**src/rtl/u8d_pkg.sv**
```systemverilog
`timescale 1ns / 1ps
// ----------------------------------------------------------------------------
// u8d_pkg: UTF-8 stream decoder package
// Shared widths, decoder state and result types for the decoder and its
// channel interfaces.
// ----------------------------------------------------------------------------
package u8d_pkg;

	localparam int COUNT_BITS = 16;
	localparam int BYTE_BITS  = 8;
	localparam int CP_BITS    = 31;
	localparam int LEN_BITS   = 3;
	localparam int TOTAL_BITS = 16;

	localparam logic [BYTE_BITS-1:0] ASCII_MAX  = 8'h7F;
	localparam logic [BYTE_BITS-1:0] CONT_MASK  = 8'hC0;
	localparam logic [BYTE_BITS-1:0] CONT_MARK  = 8'h80;
	localparam logic [BYTE_BITS-1:0] CONT_BITS  = 8'h3F;
	localparam logic [BYTE_BITS-1:0] LEAD2_BITS = 8'h1F;
	localparam logic [BYTE_BITS-1:0] LEAD3_BITS = 8'h0F;
	localparam logic [BYTE_BITS-1:0] LEAD4_BITS = 8'h07;
	localparam logic [BYTE_BITS-1:0] LEAD5_BITS = 8'h03;
	localparam logic [BYTE_BITS-1:0] LEAD6_BITS = 8'h01;
	localparam logic [BYTE_BITS-1:0] END_BYTE   = 8'h00;

	localparam logic [LEN_BITS-1:0] LEN_NONE = 3'd0;
	localparam logic [LEN_BITS-1:0] LEN_ONE  = 3'd1;
	localparam logic [LEN_BITS-1:0] LEN_TWO  = 3'd2;
	localparam logic [LEN_BITS-1:0] LEN_THREE = 3'd3;
	localparam logic [LEN_BITS-1:0] LEN_FOUR = 3'd4;
	localparam logic [LEN_BITS-1:0] LEN_FIVE = 3'd5;
	localparam logic [LEN_BITS-1:0] LEN_SIX  = 3'd6;

	typedef struct packed {
		logic [LEN_BITS-1:0]   bytes_left;
		logic [LEN_BITS-1:0]   seq_total;
		logic [CP_BITS-1:0]    accum_value;
		logic [COUNT_BITS-1:0] char_counter;
		logic                  error_seen;
	} u8d_state_t;

	typedef struct packed {
		logic [CP_BITS-1:0]    code_point;
		logic [LEN_BITS-1:0]   seq_bytes;
		logic                  bad_sequence;
		logic                  end_of_string;
		logic [TOTAL_BITS-1:0] char_total;
		logic                  string_valid;
	} u8d_result_t;

endpackage

```
**src/rtl/u8d_in_if.sv**
```systemverilog
`timescale 1ns / 1ps
// ----------------------------------------------------------------------------
// u8d_in_if: byte channel
// Valid/ready channel carrying one string byte per word.
// ----------------------------------------------------------------------------
interface u8d_in_if;
	logic                           valid;
	logic                           ready;
	logic [u8d_pkg::BYTE_BITS-1:0] in_byte;

	modport source (output valid, output in_byte, input ready);
	modport sink   (input valid, input in_byte, output ready);
endinterface

```
**src/rtl/u8d_out_if.sv**
```systemverilog
`timescale 1ns / 1ps
// ----------------------------------------------------------------------------
// u8d_out_if: decoded character channel
// Valid/ready channel carrying one decoder result per word.
// ----------------------------------------------------------------------------
interface u8d_out_if;
	logic                            valid;
	logic                            ready;
	logic [u8d_pkg::CP_BITS-1:0]    code_point;
	logic [u8d_pkg::LEN_BITS-1:0]   seq_bytes;
	logic                            bad_sequence;
	logic                            end_of_string;
	logic [u8d_pkg::TOTAL_BITS-1:0] char_total;
	logic                            string_valid;

	modport source (output valid, output code_point, output seq_bytes,
		output bad_sequence, output end_of_string, output char_total,
		output string_valid, input ready);
	modport sink   (input valid, input code_point, input seq_bytes,
		input bad_sequence, input end_of_string, input char_total,
		input string_valid, output ready);
endinterface

```
**src/rtl/u8d_step.sv**
```systemverilog
`timescale 1ns / 1ps
// ----------------------------------------------------------------------------
// u8d_step: UTF-8 decode step
// Next decoder state and optional result for one byte.
// ----------------------------------------------------------------------------
module u8d_step (
	input  u8d_pkg::u8d_state_t               state,
	input  logic [u8d_pkg::BYTE_BITS-1:0]     in_byte,
	output u8d_pkg::u8d_state_t               next_state,
	output logic                              emit,
	output u8d_pkg::u8d_result_t              result
);

	logic [u8d_pkg::COUNT_BITS-1:0] count_inc;
	logic [u8d_pkg::CP_BITS-1:0]    accum_next;
	logic [u8d_pkg::LEN_BITS-1:0]   left_next;

	assign count_inc  = (&state.char_counter) ? state.char_counter
		: state.char_counter + u8d_pkg::COUNT_BITS'(1);
	assign accum_next = {state.accum_value[u8d_pkg::CP_BITS-7:0],
		in_byte[5:0]};
	assign left_next  = state.bytes_left - u8d_pkg::LEN_BITS'(1);

	always_comb begin
		next_state = state;
		emit       = 1'b0;
		result     = '0;
		result.char_total = u8d_pkg::TOTAL_BITS'(state.char_counter);

		if (in_byte == u8d_pkg::END_BYTE) begin
			emit                 = 1'b1;
			result.end_of_string = 1'b1;
			result.bad_sequence  = !state.error_seen && (state.bytes_left != u8d_pkg::LEN_NONE);
			result.string_valid  = !state.error_seen && (state.bytes_left == u8d_pkg::LEN_NONE);
			next_state           = '0;
		end else if (state.error_seen) begin
			emit = 1'b0;
		end else if (state.bytes_left == u8d_pkg::LEN_NONE) begin
			if (in_byte <= u8d_pkg::ASCII_MAX) begin
				emit                    = 1'b1;
				next_state.char_counter = count_inc;
				result.code_point       = u8d_pkg::CP_BITS'(in_byte);
				result.seq_bytes        = u8d_pkg::LEN_ONE;
				result.char_total       = u8d_pkg::TOTAL_BITS'(count_inc);
			end else if (in_byte inside {[8'hC0:8'hDF]}) begin
				next_state.seq_total   = u8d_pkg::LEN_TWO;
				next_state.accum_value = u8d_pkg::CP_BITS'(in_byte & u8d_pkg::LEAD2_BITS);
			end else if (in_byte inside {[8'hE0:8'hEF]}) begin
				next_state.seq_total   = u8d_pkg::LEN_THREE;
				next_state.accum_value = u8d_pkg::CP_BITS'(in_byte & u8d_pkg::LEAD3_BITS);
			end else if (in_byte inside {[8'hF0:8'hF7]}) begin
				next_state.seq_total   = u8d_pkg::LEN_FOUR;
				next_state.accum_value = u8d_pkg::CP_BITS'(in_byte & u8d_pkg::LEAD4_BITS);
			end else if (in_byte inside {[8'hF8:8'hFB]}) begin
				next_state.seq_total   = u8d_pkg::LEN_FIVE;
				next_state.accum_value = u8d_pkg::CP_BITS'(in_byte & u8d_pkg::LEAD5_BITS);
			end else if (in_byte inside {[8'hFC:8'hFD]}) begin
				next_state.seq_total   = u8d_pkg::LEN_SIX;
				next_state.accum_value = u8d_pkg::CP_BITS'(in_byte & u8d_pkg::LEAD6_BITS);
			end else begin
				emit                  = 1'b1;
				next_state.error_seen = 1'b1;
				result.bad_sequence   = 1'b1;
			end
			if (!emit) begin
				next_state.bytes_left = next_state.seq_total - u8d_pkg::LEN_BITS'(1);
			end
		end else if ((in_byte & u8d_pkg::CONT_MASK) != u8d_pkg::CONT_MARK) begin
			emit                   = 1'b1;
			next_state.error_seen  = 1'b1;
			next_state.bytes_left  = u8d_pkg::LEN_NONE;
			next_state.seq_total   = u8d_pkg::LEN_NONE;
			next_state.accum_value = '0;
			result.bad_sequence    = 1'b1;
		end else if (left_next != u8d_pkg::LEN_NONE) begin
			next_state.accum_value = accum_next;
			next_state.bytes_left  = left_next;
		end else begin
			emit                    = 1'b1;
			next_state.bytes_left   = u8d_pkg::LEN_NONE;
			next_state.seq_total    = u8d_pkg::LEN_NONE;
			next_state.accum_value  = '0;
			next_state.char_counter = count_inc;
			result.code_point       = accum_next;
			result.seq_bytes        = state.seq_total;
			result.char_total       = u8d_pkg::TOTAL_BITS'(count_inc);
		end
	end

endmodule

```
**src/rtl/utf8_stream_decoder.sv**
```systemverilog
`timescale 1ns / 1ps
// ----------------------------------------------------------------------------
// utf8_stream_decoder: UTF-8 stream decoder, six-byte form
// Decodes a zero-terminated byte string into code points with error and
// end-of-string reporting.
// ----------------------------------------------------------------------------
// Usage:
//   byte_stream takes one string byte per word; a zero byte ends the string.
//   char_stream gives one word per completed character, per first error and
//   per terminating zero; lead and middle bytes and bytes after an error
//   give no word.
//   Path: each accepted byte passes the input register; its result word is then
//   held in the result register.
//   Throughput: one byte per cycle unless char_stream stalls; the decoder
//   state update between the input and result registers is the only loop.
//   Stall: while char_stream is held off a full result register, the input
//   register still drains bytes that give no word; otherwise byte_stream
//   ready drops once the input register is also occupied.
//   Reset: arst_n clears the decoder state, counter and both valid flags;
//   no clearing pass is needed.
// ----------------------------------------------------------------------------
module utf8_stream_decoder (
	input  logic       clk,
	input  logic       arst_n,
	u8d_in_if.sink     byte_stream,
	u8d_out_if.source  char_stream
);

	logic                           valid_s1;
	logic [u8d_pkg::BYTE_BITS-1:0] byte_s1;
	u8d_pkg::u8d_state_t            state_q;
	u8d_pkg::u8d_state_t            state_next;
	u8d_pkg::u8d_result_t           result;
	u8d_pkg::u8d_result_t           res_q;
	logic                           out_valid_q;
	logic                           emit;
	logic                           advance;

	u8d_step u_step (
		.state      (state_q),
		.in_byte    (byte_s1),
		.next_state (state_next),
		.emit       (emit),
		.result     (result)
	);

	assign advance = valid_s1 && (!emit || !out_valid_q || char_stream.ready);
	assign byte_stream.ready = !valid_s1 || advance;

	always_ff @(posedge clk or negedge arst_n) begin
		if (!arst_n) begin
			valid_s1    <= 1'b0;
			state_q     <= '0;
			out_valid_q <= 1'b0;
		end else begin
			if (byte_stream.valid && byte_stream.ready) begin
				valid_s1 <= 1'b1;
			end else if (advance) begin
				valid_s1 <= 1'b0;
			end
			if (advance) begin
				state_q <= state_next;
			end
			if (advance && emit) begin
				out_valid_q <= 1'b1;
			end else if (char_stream.ready) begin
				out_valid_q <= 1'b0;
			end
		end
	end

	always_ff @(posedge clk) begin
		if (byte_stream.valid && byte_stream.ready) begin
			byte_s1 <= byte_stream.in_byte;
		end
		if (advance && emit) begin
			res_q <= result;
		end
	end

	assign char_stream.valid         = out_valid_q;
	assign char_stream.code_point    = res_q.code_point;
	assign char_stream.seq_bytes     = res_q.seq_bytes;
	assign char_stream.bad_sequence  = res_q.bad_sequence;
	assign char_stream.end_of_string = res_q.end_of_string;
	assign char_stream.char_total    = res_q.char_total;
	assign char_stream.string_valid  = res_q.string_valid;

	a_end_clears: assert property (@(posedge clk) disable iff (!arst_n)
		advance && byte_s1 == u8d_pkg::END_BYTE |=>
		state_q.char_counter == '0 && !state_q.error_seen &&
		state_q.bytes_left == u8d_pkg::LEN_NONE)
		else $error("state not cleared after end of string");

	a_no_seq_after_error: assert property (@(posedge clk) disable iff (!arst_n)
		state_q.error_seen |-> state_q.bytes_left == u8d_pkg::LEN_NONE)
		else $error("sequence open after error");

	a_left_below_total: assert property (@(posedge clk) disable iff (!arst_n)
		state_q.bytes_left != u8d_pkg::LEN_NONE |-> state_q.bytes_left < state_q.seq_total)
		else $error("continuation count exceeds sequence length");

	a_char_len: assert property (@(posedge clk) disable iff (!arst_n)
		out_valid_q && !res_q.bad_sequence && !res_q.end_of_string |->
		res_q.seq_bytes != u8d_pkg::LEN_NONE && res_q.seq_bytes <= u8d_pkg::LEN_SIX)
		else $error("character word with bad length");

	a_end_word_zero: assert property (@(posedge clk) disable iff (!arst_n)
		out_valid_q && (res_q.end_of_string || res_q.bad_sequence) |->
		res_q.code_point == '0 && res_q.seq_bytes == u8d_pkg::LEN_NONE)
		else $error("end or error word carries a character");

endmodule
```
**src/flat_wrapper.sv**
```systemverilog
// flat-port wrapper written by rule: the top's interface ports become plain ports
module utf8_stream_decoder_flat 
  (clk, arst_n, byte_stream_valid, byte_stream_in_byte, byte_stream_ready, char_stream_valid, char_stream_code_point, char_stream_seq_bytes, char_stream_bad_sequence, char_stream_end_of_string, char_stream_char_total, char_stream_string_valid, char_stream_ready);
  u8d_in_if byte_stream_i ();
  u8d_out_if char_stream_i ();
  input  logic clk;
  input  logic arst_n;
  input wire logic [$bits(byte_stream_i.valid)-1:0] byte_stream_valid;
  input wire logic [$bits(byte_stream_i.in_byte)-1:0] byte_stream_in_byte;
  output wire logic [$bits(byte_stream_i.ready)-1:0] byte_stream_ready;
  output wire logic [$bits(char_stream_i.valid)-1:0] char_stream_valid;
  output wire logic [$bits(char_stream_i.code_point)-1:0] char_stream_code_point;
  output wire logic [$bits(char_stream_i.seq_bytes)-1:0] char_stream_seq_bytes;
  output wire logic [$bits(char_stream_i.bad_sequence)-1:0] char_stream_bad_sequence;
  output wire logic [$bits(char_stream_i.end_of_string)-1:0] char_stream_end_of_string;
  output wire logic [$bits(char_stream_i.char_total)-1:0] char_stream_char_total;
  output wire logic [$bits(char_stream_i.string_valid)-1:0] char_stream_string_valid;
  input wire logic [$bits(char_stream_i.ready)-1:0] char_stream_ready;
  assign byte_stream_i.valid = byte_stream_valid;
  assign byte_stream_i.in_byte = byte_stream_in_byte;
  assign byte_stream_ready = byte_stream_i.ready;
  assign char_stream_valid = char_stream_i.valid;
  assign char_stream_code_point = char_stream_i.code_point;
  assign char_stream_seq_bytes = char_stream_i.seq_bytes;
  assign char_stream_bad_sequence = char_stream_i.bad_sequence;
  assign char_stream_end_of_string = char_stream_i.end_of_string;
  assign char_stream_char_total = char_stream_i.char_total;
  assign char_stream_string_valid = char_stream_i.string_valid;
  assign char_stream_i.ready = char_stream_ready;
  utf8_stream_decoder u_core (.clk(clk), .arst_n(arst_n), .byte_stream(byte_stream_i), .char_stream(char_stream_i));
endmodule
```
**config.mk**
```make
export PLATFORM = sky130hd
export DESIGN_NAME = utf8_stream_decoder_flat
export DESIGN_NICKNAME = d
export VERILOG_FILES = /design/src/rtl/u8d_pkg.sv /design/src/rtl/u8d_in_if.sv /design/src/rtl/u8d_out_if.sv /design/src/rtl/u8d_step.sv /design/src/rtl/utf8_stream_decoder.sv /design/src/flat_wrapper.sv
export SDC_FILE = /design/constraint.sdc
export NUM_CORES = 1
export LEC_CHECK = 0
export ABC_CLOCK_PERIOD_IN_PS = 4200
export BUFFER_PORTS_ARGS = -buffer_cell sky130_fd_sc_hd__clkbuf_2
export CAP_MARGIN = 20
export CORE_UTILIZATION = 37
export DETAILED_ROUTE_END_ITERATION = 16
export GPL_ROUTABILITY_DRIVEN = 0
export GPL_TIMING_DRIVEN = 1
export PLACE_DENSITY = 0.55
export SYNTH_ARGS = -nofsm -noshare
export SYNTH_HDL_FRONTEND = slang
export SYNTH_SLANG_ARGS = --single-unit
```
**constraint.sdc**
```tcl
create_clock -name clk -period 4.2 [get_ports clk]
set_input_delay 0.84 -clock clk [delete_from_list [all_inputs] [get_ports clk]]
set_output_delay 0.84 -clock clk [all_outputs]
set_load 0.05 [all_outputs]
```
Word level (Yosys, flattened, before mapping)
Index checks and enable logic that the tools add are counted.

storage, ports and cells
  flip-flop bits (word level) = 111
  logic and storage cells = 114

operators by class
  add/sub/neg operators = 3
  magnitude comparators = 11
  equal/unequal tests = 6
  multiplexer cells = 51
  reductions and logical operators = 29

operators with widths
  cell                   number
  $mux 34                11
  $mux 54                3
  $mux 16                7
  $ge 8x8->1 const B     5
  $le 8x8->1 const B     5
  $mux 37                1
  $mux 35                1
  $mux 31                1
  $mux 1                 23
  $add 16x1->16 const B  1
  $reduce_and 16->1      1
  $mux 11                1
  $logic_and 1x1->1      10
  $mux 3                 3
  $le 8x7->1 const B     1
  $logic_not 8->1        1
  $ne 7x2->1 const B     1
  $ne 3x3->1 const B     2
  $reduce_and 3->1       2
  $reduce_bool 3->1      2
  $sub 3x1->3 const B    2
  $logic_not 1->1        4
  $ne 2x2->1 const B     2
  $ne 4x4->1 const B     1
  other kinds (6)        9

Depth between registers and ports, before layout
Gate-level depths: netlist of the first run.

  depth in word-level cells = 21
  gate-level depth with buffers = 9
  depth with buffers taken out = 9

Cells and area by module
From an unflattened synthesis of the first run, not the netlist that was laid out.

unflattened totals
  cell total of the unflattened synthesis = 780
  area, all modules = 7523.5 um^2

modules (own cells, without submodules)
  module               times used  cells an instance  area each (um^2)
  utf8_stream_decoder  1           378                5175.0
  u8d_step             1           402                2348.5

Worst setup path before layout of the first run
OpenSTA, ideal clock, no wires.

  path kind = reg-to-reg
  start point = reg u_core.state_q[51] (netlist name)
  end point = reg u_core.res_q, in the netlist u_core.char_stream.bad_sequence, enable pin
  setup time = 464 ps
  arrival time = 3850 ps
  slack = -114 ps
  cell stages (with the launch flop) = 9
  buffers on the path = 0
  cells stage by stage = dfrtp_1 -> inv_1 -> ha_1 -> nand2b_1 -> a21oi_1 -> or2_2 -> o21ai_0 -> nand2_1 -> nor2_1

between the ends
  word-level cells in the longest chain between the ends = 12
  elaborated cells between the ends (all ways) = 13

RTL lines
  what                            line                       source
  from (decl)                     utf8_stream_decoder.sv:31  u8d_pkg::u8d_state_t state_q;
  from (signal assigned)          utf8_stream_decoder.sv:62  state_q <= state_next;
  $sub 3x1->3                     u8d_step.sv:22             assign left_next = state.bytes_left - u8d_pkg::LEN_BITS'(1);
  $reduce_bool 3->1               u8d_step.sv:75             end else if (left_next != u8d_pkg::LEN_NONE) begin
  $mux 1                          u8d_step.sv:75
  $mux 1                          u8d_step.sv:68             end else if ((in_byte & u8d_pkg::CONT_MASK) != u8d_pkg::CONT_MARK) begin
  $mux 1 (*)                      u8d_step.sv:38             end else if (state.bytes_left == u8d_pkg::LEN_NONE) begin
  $mux 1 (*)                      u8d_step.sv:36             end else if (state.error_seen) begin
  $mux 1 (*)                      u8d_step.sv:30             if (in_byte == u8d_pkg::END_BYTE) begin
  $logic_not 1->1                 utf8_stream_decoder.sv:47  assign advance = valid_s1 && (!emit || !out_valid_q || char_stream.ready);
  $logic_or 1x1->1 (2 in series)  utf8_stream_decoder.sv:47
  $logic_and 1x1->1               utf8_stream_decoder.sv:47
  $logic_and 1x1->1 (*)           utf8_stream_decoder.sv:76  if (advance && emit) begin
  to (signal assigned)            utf8_stream_decoder.sv:77  res_q <= result;
  to (decl)                       utf8_stream_decoder.sv:34  u8d_pkg::u8d_result_t res_q;

Every way passes the cells marked *; elsewhere a longest branch is shown, timed or not.
A chain may end at the register's enable or synchronous reset.

Final worst setup path of the first run
  start point = reg u_core.state_q[51] (netlist name)
  end point = out byte_stream_ready

between the ends
  word-level cells in the longest chain between the ends = 12
  elaborated cells between the ends (all ways) = 13

RTL lines
  what                                line                       source
  $sub 3x1->3                         u8d_step.sv:22
  $reduce_bool 3->1                   u8d_step.sv:75
  $mux 1                              u8d_step.sv:75
  $mux 1                              u8d_step.sv:68
  $mux 1 (*)                          u8d_step.sv:38
  $mux 1 (*)                          u8d_step.sv:36
  $mux 1 (*)                          u8d_step.sv:30
  $logic_not 1->1 (*)                 utf8_stream_decoder.sv:47
  $logic_or 1x1->1 (*) (2 in series)  utf8_stream_decoder.sv:47
  $logic_and 1x1->1 (*)               utf8_stream_decoder.sv:47
  $logic_or 1x1->1 (*)                utf8_stream_decoder.sv:48  assign byte_stream.ready = !valid_s1 || advance;
  to (decl)                           flat_wrapper.sv:10         output wire logic [$bits(byte_stream_i.ready)-1:0] byte_stream_ready;

Marks and branches as above.

==> flow_summary.yaml, run 1 <==
floorplanning:
  core.rowCount: 44
  fp.coreArea_um2: 14500
  dieArea_um2: 15300
  start_util_pct: 37.8
  die_y_um: 124
  fp.dieW_um: 124
  ios: 67
clock_tree:
  cts_resized: 0
  h-tree-depth: 3
  clk_pin_slew_worst_paths_ns: 0.08
  root_buffer: "clkbuf_16"
  clock_path_buffers: 2
  cts_tree: "built"
  cts.sinks: 111
  clk_latency_ns: 0.36
  cts_hold_buf: 0
  postCtsSetupBuffers: 0
  cts_buffers: 9
synth:
  synth_edf_count: 61
  synth.yosys.seq_area_share_pct: 56.4
  synth_top_area_share_pct: 33.5
  synth_area_leaders: "edfxtp_1 34%, dfrtp_1 23%, nand2_1 5.6%, and2_1 4.0%, o21ai_0 3.4%"
  ys_types: 67
  ys_ff_latch: 111
  syn_area_um2: 5470
  synth_ff_type: "edfxtp_1"
  synth-warning-count: 0
  syn_avg_cell_area_um2: 10.5
  syn_nets: 539
  synth_top_cell_by_area: "edfxtp_1"
  async_reset_ff_share_pct: 45.0
  netlist_instances: 522
grt:
  grtUsageTotal_pct: 18.1
  overflow: 0
  grt_pass1_wl_mm: 20.7
  grt_max_degree: 55
  grt_pass1_vias: 3944
  antenna_found_initial: 0
placed_design:
  portBuffers: 66
  pre_cts_ws_ns: 1.07
  post_dp_cell_area_um2: 5960
  hpwl_mm: 8.99
worst_hold_path:
  hp-class: "in2async"
outcome:
  outcome: "finished, final reports clean"
setup_path:
  worstPathMaxFanout: 14
  cp.required_ns: 3.36
  arrival_ns: 2.69
  crit_type: "reg2out"
  end_kind: "output pin"
  start_kind: "register"
sta:
  period_needed_ns: 3.53
  slew_headroom_pct: 43.6
  worstMarginPinSlew_ns: 0.843
  rsz0062_at_grt: "false"
  min_period_over_period_pct: 84.0
  maxSlewViolCount: 0
  hold_viol_final: 0
  finalSetupTns_ns: 0
  hold_ws_ns: 0.317
  layout_setup_ws_ns: 0.673
  skew_ns: 0.00950
  setup_violations: 0
  max_clock_freq_mhz: 284
layout:
  area.growth.synth_to_final_pct: 14.9
  final_common_cell: "nand2_1"
  antennaDiodeCount: 0
  fin_nets: 597
  final_util_pct: 43.4
  fin_area_um2: 6280
  drive_gt1_share_pct: 19.7
  final_cell_mix: "81 x nand2_1, 66 x clkbuf_2, 61 x edfxtp_1"
  n_fill_cell: 1420
route:
  drtAntennaViolNets: 0
  dr.pass1.iters: 5
  wirelength_mm: 13.0
  route.detailed.drc: 0
  vias: 4160
  vias_per_cell: 5.41
  avgRoutedWirePerCell_um: 16.9
  drt_iter0_markers: 373
power_and_ir_drop:
  max-vdd-ir-drop_mv: 0.204
  power_density_nw_per_um2: 378
  p_leak_nw: 2.41
flow_run:
  cap_violations: 0
-- power by group --
part           switching, W  internal (W)  leakage (nW)  total (W)
sequential        0.0000626       0.00121          1.10    0.00128
clock              0.000417      0.000471         0.150   0.000888
combinational      0.000127     0.0000836          1.16   0.000210
total              0.000606       0.00177          2.41    0.00237
-- cell type report --
class                           instances  area, um^2  share of cell area (%)
Timing Repair Buffer                   75         423                    6.73
Sequential cell                       111        3080                    49.1
Clock inverter                          7        76.3                    1.21
Tap cell                              184         230                    3.66
Multi-Input combinational cell        371        2200                    35.0
Clock buffer                            9         225                    3.58
Inverter                               12        45.0                   0.717
-- sequential cells by signal (all words and copies together) (netlist names) --
signal and flops:
u_core.byte_s1 8, u_core.char_stream.string_valid 1, u_core.valid_s1 1, u_core.char_stream.valid 1, u_core.char_stream.end_of_string 1, u_core.char_stream.code_point 31
u_core.char_stream.char_total 16, u_core.char_stream.bad_sequence 1, u_core.state_q 48, u_core.char_stream.seq_bytes 3
-- critical path, cell delays in order, from the launching register on --
cell	delay [ns]
dfrtp_1	0.40
inv_1	0.08
ha_1	0.29
nand2b_1	0.10
buf_4	0.19
o21ai_1	0.12
or2_2	0.30
o21ai_0	0.39
nand3_1	0.18
clkbuf_2	0.27
-- metal layers --
layer | vias to the layer above | global-route usage [%] | share of wire [%]
met5 | - | 0 | 0
met4 | 0 | 7.45 | 1.7
met3 | 14 | 2.68 | 3.5
met2 | 106 | 28.0 | 45
met1 | 2043 | 25.4 | 49
li1 | 1997 | - | -
-- cell usage after synthesis, types with 9 or more instances --
master and number:
dfrtp_1 50, nor2_1 40, nor3_1 10, nand3_1 10, clkbuf_1 11, a21oi_1 20
o21ai_1 12, inv_1 11, and2_1 35, nand2_1 81, nand2b_1 9, o21ai_0 37
edfxtp_1 61
-- worst paths after layout --
check / slack [ns] / depth (start not counted) / from / end
min in group clk: 0.48 / 2 / u_core.state_q[37] / u_core.state_q[37]
min reg2reg: 0.48 / 2 / u_core.state_q[37] / u_core.state_q[37]
max: 0.67 / 9 / u_core.state_q[51] / byte_stream_ready
min: 0.32 / 1 / arst_n / u_core.state_q[11]
max in group asynchronous: 3.44 / 2 / arst_n / u_core.state_q[18]
max reg2reg: 1.19 / 10 / u_core.state_q[51] / u_core.char_stream.code_point[8]
-- metrics by stage --
stage               power [W]  cells
floorplan             0.00144    522
global placement      0.00150    752
detailed placement    0.00151    752
CTS                   0.00239    768
global route          0.00247    769
finish                0.00237    769
-- cell families (layout without fill, tap and decap cells) --
group / Yosys count / count (layout) / share of synthesized area [%]
and+or+nand+nor: 223 / 223 / 20.4
xor gates and xnor gates: 8 / 8 / 1.28
AOI/OAI and AO/OA: 133 / 133 / 16.7
adders and majority gates: 5 / 5 / 1.14
DFF: 111 / 111 / 56.4
buffers and inverters: 40 / 103 / 3.66
muxes: 2 / 2 / 0.412
(Power assumes the default switching activity.)
==> run 2: changes to the inputs <==
Settings changed: ABC_CLOCK_PERIOD_IN_PS 4200 to 3200.
Clock period 4.2 ns to 3.2 ns, I/O delays scaled along.
==> run 2 against run 1 <==
  * Routed wire length rose by 1.1%
  * Register-to-register slack lost 0.65 ns
  * Sequential power rose by 31%
  * Core utilization did not move
  * Critical endpoint unchanged
==> flow_summary.yaml, run 2 (synthesized netlist as in run 1, its figures left out) <==
outcome:
  outcome: "finished, final reports clean"
floorplanning:
  die_y_um: 124
  fp.dieW_um: 124
  start_util_pct: 37.8
  core.rowCount: 44
  dieArea_um2: 15300
  ios: 67
  fp.coreArea_um2: 14500
layout:
  multi_input_area_um2: 2210
  area.growth.synth_to_final_pct: 14.9
  largest_register_ffs: 48
  n_fill_cell: 1376
  drive_gt1_share_pct: 20.6
  top_register: "u_core.state_q"
  fin_nets: 600
  register_area_um2: 3080
  final_cell_mix: "81 x nand2_1, 66 x clkbuf_2, 61 x edfxtp_1"
  antennaDiodeCount: 0
  final_common_cell: "nand2_1"
setup_path:
  reg2reg_depth: 8
  start_kind: "register"
  crit_slowest_cell: "dfrtp_1"
  critical_path.top_delay_family: "buffers and inverters"
  rr_startpoint: "u_core.state_q[51]"
  cp.required_ns: 2.56
  worstPathMaxFanout: 13
  crit_type: "reg2out"
  crit_chain: "inv_1, ha_2, nand2b_1, buf_4, nor2_1, a21oi_1, o21ai_2, nand3_1, clkbuf_2"
  rr_endpoint: "u_core.char_stream.char_total[11]"
  arrival_ns: 2.38
  critical_path_buf_inv_count: 3
  cpPeakStageDelay_ns: 0.42
  end_kind: "output pin"
  reg2reg_slack_ns: 0.54
  startpoint: "u_core.state_q[51]"
sta:
  hold_viol_final: 0
  finalSetupTns_ns: 0
  period_needed_ns: 3.02
  min_period_over_period_pct: 94.3
  setup_violations: 0
  slew_headroom_pct: 56.4
  worstMarginPinSlew_ns: 0.653
  maxSlewViolCount: 0
  skew_ns: 0.0109
  rsz0062_at_grt: "false"
  max_clock_freq_mhz: 331
  layout_setup_ws_ns: 0.182
route:
  route.detailed.drc: 0
  wirelength_mm: 13.2
  vias: 4221
  dr.pass1.iters: 5
  vias_per_cell: 5.47
  avgRoutedWirePerCell_um: 17.1
  drt_iter0_markers: 542
  drtAntennaViolNets: 0
grt:
  grt_max_degree: 55
  grt_pass1_vias: 3984
  antenna_found_initial: 0
  grtUsageTotal_pct: 18.7
  grt_pass1_wl_mm: 21.2
  overflow: 0
worst_hold_path:
  hp-class: "in2async"
clock_tree:
  cts_tree: "built"
  clk_pin_slew_worst_paths_ns: 0.08
  cts_hold_buf: 0
  cts_buffers: 9
  clk_latency_ns: 0.36
  clock_path_buffers: 2
  h-tree-depth: 3
  cts.sinks: 111
  postCtsSetupBuffers: 0
  root_buffer: "clkbuf_16"
flow_run:
  cap_violations: 0
power_and_ir_drop:
  max-vdd-ir-drop_mv: 0.240
  pwr-share-clk_pct: 35.7
  power_density_nw_per_um2: 484
  internal_power_w: 0.00226
  comb_power_share_pct: 9.2
  swShare_pct: 25.6
  sequentialPowerShare_pct: 55.1
  switchingPower_w: 0.000778
  p_leak_nw: 2.41
placed_design:
  portBuffers: 66
  pre_cts_ws_ns: 0.355
  hpwl_mm: 9.28
==> run 2: cell types whose count changed in the layout (fill, tap and decap cells not counted), sizes merged <==
cell	previous run	this run
inv	16	15
buf	9	12
bufinv	1	0
clkbuf	75	77
==> run 2: metrics by stage <==
step	cells	power (W)	area, um^2	hold WS [ns]	utilization, %
after floorplan	522	0.00189	5480	0.344	-
after global placement	756	0.00197	5990	0.459	41.4
after detailed placement	756	0.00198	5990	0.462	41.4
after CTS	772	0.00308	6270	0.257	43.3
after global routing	772	0.00318	6280	0.286	43.4
final	772	0.00304	6280	0.252	43.4
==> run 2: how the worst max path moves through the flow <==
stage | to | slack (ns) | cells after the start
finish | byte_stream_ready | 0.18 | 9
global route | byte_stream_ready | 0.01 | 9
CTS | byte_stream_ready | 0.07 | 9
detailed placement | byte_stream_ready | 0.36 | 8
global placement | byte_stream_ready | 0.42 | 8
floorplan | u_core.char_stream.bad_sequence | 0.33 | 8
==> run 2: power groups by stage <==
stage	clock network (W)	logic, W	registers (W)
detailed placement	0	0.000276	0.00171
global placement	0	0.000268	0.00170
floorplan	0	0.000210	0.00168
CTS	0.00112	0.000277	0.00168
finish	0.00109	0.000280	0.00168
global route	0.00117	0.000319	0.00169
==> run 2: cell type report <==
class	instances	share of cell area, %
tap	184	3.66
clock inverter	5	0.637
sequential	111	49.1
clock buffer	11	3.86
inverter	12	0.717
timing repair buffer	78	6.89
multi-input combinational	371	35.2
==> run 2: layer usage <==
layer / track usage [%] / part of all wire [%] / vias to the layer above
met5: 0 / 0 / -
met4: 5.42 / 1.3 / 0
met3: 4.06 / 5.9 / 10
met2: 29.9 / 47 / 149
met1: 25.3 / 46 / 2056
li1: - / - / 2006
==> run 2: what timing repair did <==
| action | in CTS | in global routing |
|---|---|---|
| pin swaps | 0 | 0 |
| endpoints found under the setup margin | 1 | 1 |
| resized for setup | 1 | 3 |
==> run 3: changes to the inputs <==
Settings changed: ABC_CLOCK_PERIOD_IN_PS 3200 to 3030, CORE_ASPECT_RATIO set to 1.75, PLACE_DENSITY 0.55 to 0.52, SYNTH_HIERARCHICAL set to 1.
Clock period 3.2 ns to 3.03 ns, I/O delays scaled along.
==> run 3 against run 2 <==
  * Power increased to 2.5 times the previous value
  * Global-route usage increased by 3.6 points
  * First-iteration DRC count decreased by 18%
  * Final cell count increased by 32%
  * Cell area increased by 28%
  * Combinational power increased to 13 times the previous value
  * Highest routed layer unchanged
  * Die area increased by 30%
  * Worst setup slack got worse by 0.080 ns
  * Area after synthesis increased by 30%
  * Critical endpoint is now u_core/state_q[4]
==> flow_summary.yaml, run 3 <==
grt:
  grt_max_degree: 67
  grtUsageTotal_pct: 22.3
  overflow: 0
  antenna_found_initial: 0
  grt_pass1_vias: 6143
  grt_pass1_wl_mm: 33.9
floorplanning:
  start_util_pct: 38.0
  ios: 67
  fp.dieW_um: 107
  core.rowCount: 66
  fp.coreArea_um2: 18700
  dieArea_um2: 19800
  die_y_um: 186
clock_tree:
  clk_latency_ns: 0.36
  h-tree-depth: 3
  clk_pin_slew_worst_paths_ns: 0.08
  cts_hold_buf: 0
  cts_tree: "built"
  clock_path_buffers: 2
  cts_buffers: 9
  cts.sinks: 111
  root_buffer: "clkbuf_16"
route:
  avgRoutedWirePerCell_um: 21.0
  route.detailed.drc: 0
  vias: 6125
  wirelength_mm: 21.4
  drt_iter0_markers: 447
  vias_per_cell: 6.00
  drtAntennaViolNets: 0
  dr.pass1.iters: 6
setup_path:
  cp.required_ns: 3.31
  arrival_ns: 3.21
  start_kind: "register"
  worstPathMaxFanout: 12
  crit_type: "reg2reg"
  end_kind: "register"
worst_hold_path:
  hp-class: "in2async"
placed_design:
  pre_cts_ws_ns: 0.157
  portBuffers: 66
  hpwl_mm: 14.1
synth:
  syn_area_um2: 7130
  syn_nets: 754
  synth-warning-count: 6
  netlist_instances: 738
  syn_avg_cell_area_um2: 9.66
layout:
  final_cell_mix: "89 x nand2_1, 65 x clkbuf_2, 61 x edfxtp_1"
  n_fill_cell: 1804
  final_common_cell: "nand2_1"
  register_area_um2: 3090
  area.growth.synth_to_final_pct: 12.8
  largest_register_ffs: 48
  antennaDiodeCount: 0
  top_register: "u_core/state_q"
  fin_nets: 794
  multi_input_area_um2: 3690
  drive_gt1_share_pct: 24.3
power_and_ir_drop:
  p_leak_nw: 3.17
  max-vdd-ir-drop_mv: 0.408
  power_density_nw_per_um2: 960
sta:
  slew_headroom_pct: 39.7
  finalSetupTns_ns: 0
  max_clock_freq_mhz: 342
  rsz0062_at_grt: "false"
  layout_setup_ws_ns: 0.102
  hold_viol_final: 0
  worstMarginPinSlew_ns: 0.881
  setup_violations: 0
  skew_ns: 0.0150
  min_period_over_period_pct: 96.6
  maxSlewViolCount: 0
  period_needed_ns: 2.93
flow_run:
  cap_violations: 0
outcome:
  outcome: "finished, final reports clean"
## run 3: changes by cell type in the layout (fill, tap and decap cells not counted), sizes merged, moves of 8 or more
cell	delta
a22oi	+19
nand2b	+45
nand4b	+47
o211ai	+48
nand3	+9
xnor2	+8
buf	+22
o21ai	-28
a21oi	+11
nor2	+15
## run 3: per-stage QoR
stage	power (W)	hold slack [ns]	cell area, um^2	utilization [%]	cells
finish	0.00772	0.239	8040	42.9	1021
global route	0.00819	0.263	8040	42.9	1021
floorplan	0.00534	0.310	7140	-	738
detailed placement	0.00640	0.524	7670	40.9	1002
global placement	0.00631	0.509	7670	40.9	1002
CTS	0.00769	0.246	8000	42.7	1018
## run 3: timing repair
action	CTS	global route
pin swaps	0	2
endpoints found under the setup margin	1	3
buffers inserted	0	3
gates resized for setup	4	5
## run 3: power by group
group | switching [W] | internal (W)
Sequential | 0.000594 | 0.00215
Clock | 0.000595 | 0.000654
Combinational | 0.00250 | 0.00122
## run 3: final cells by class
| type | instances | share of cell area [%] |
|---|---|---|
| inverters | 10 | 0.467 |
| clock buffers | 9 | 2.80 |
| repair buffers | 100 | 7.78 |
| flip-flops and latches | 111 | 38.4 |
| multi-input cells | 546 | 45.9 |
| clock inverters | 7 | 1.01 |
| well taps | 238 | 3.70 |
## run 3: worst max-delay path: stages (launching register included)
cell      delay (ns)
dfrtp_2         0.45
inv_1           0.11
ha_1            0.22
or3b_2          0.64
nor2_1          0.39
or2_2           0.23
buf_4           0.21
nand2_1         0.09
xor2_1          0.16
nor2_1          0.10
nand2_1         0.08
o211ai_2        0.16
## run 3: layer usage
metal	track usage [%]	vias to the layer above	wire length [um]
li1	-	2783	-
met1	23.8	3065	7900
met2	42.2	217	11800
met3	2.52	60	758
met4	11.9	0	898
met5	0	-	0
## run 3: worst paths after layout
path,start,to,slack [ns],cells after the start
max in group asynchronous,arst_n,u_core/valid_s1,2.49,2
min,arst_n,u_core/state_q[15],0.24,2
max reg2reg,u_core/state_q[51],u_core/state_q[4],0.10,11
min reg2reg,u_core/state_q[52],u_core/state_q[52],0.54,2
max,u_core/state_q[51],u_core/state_q[4],0.10,11
min in group clk,byte_stream_in_byte[5],u_core/byte_s1[5],0.42,1
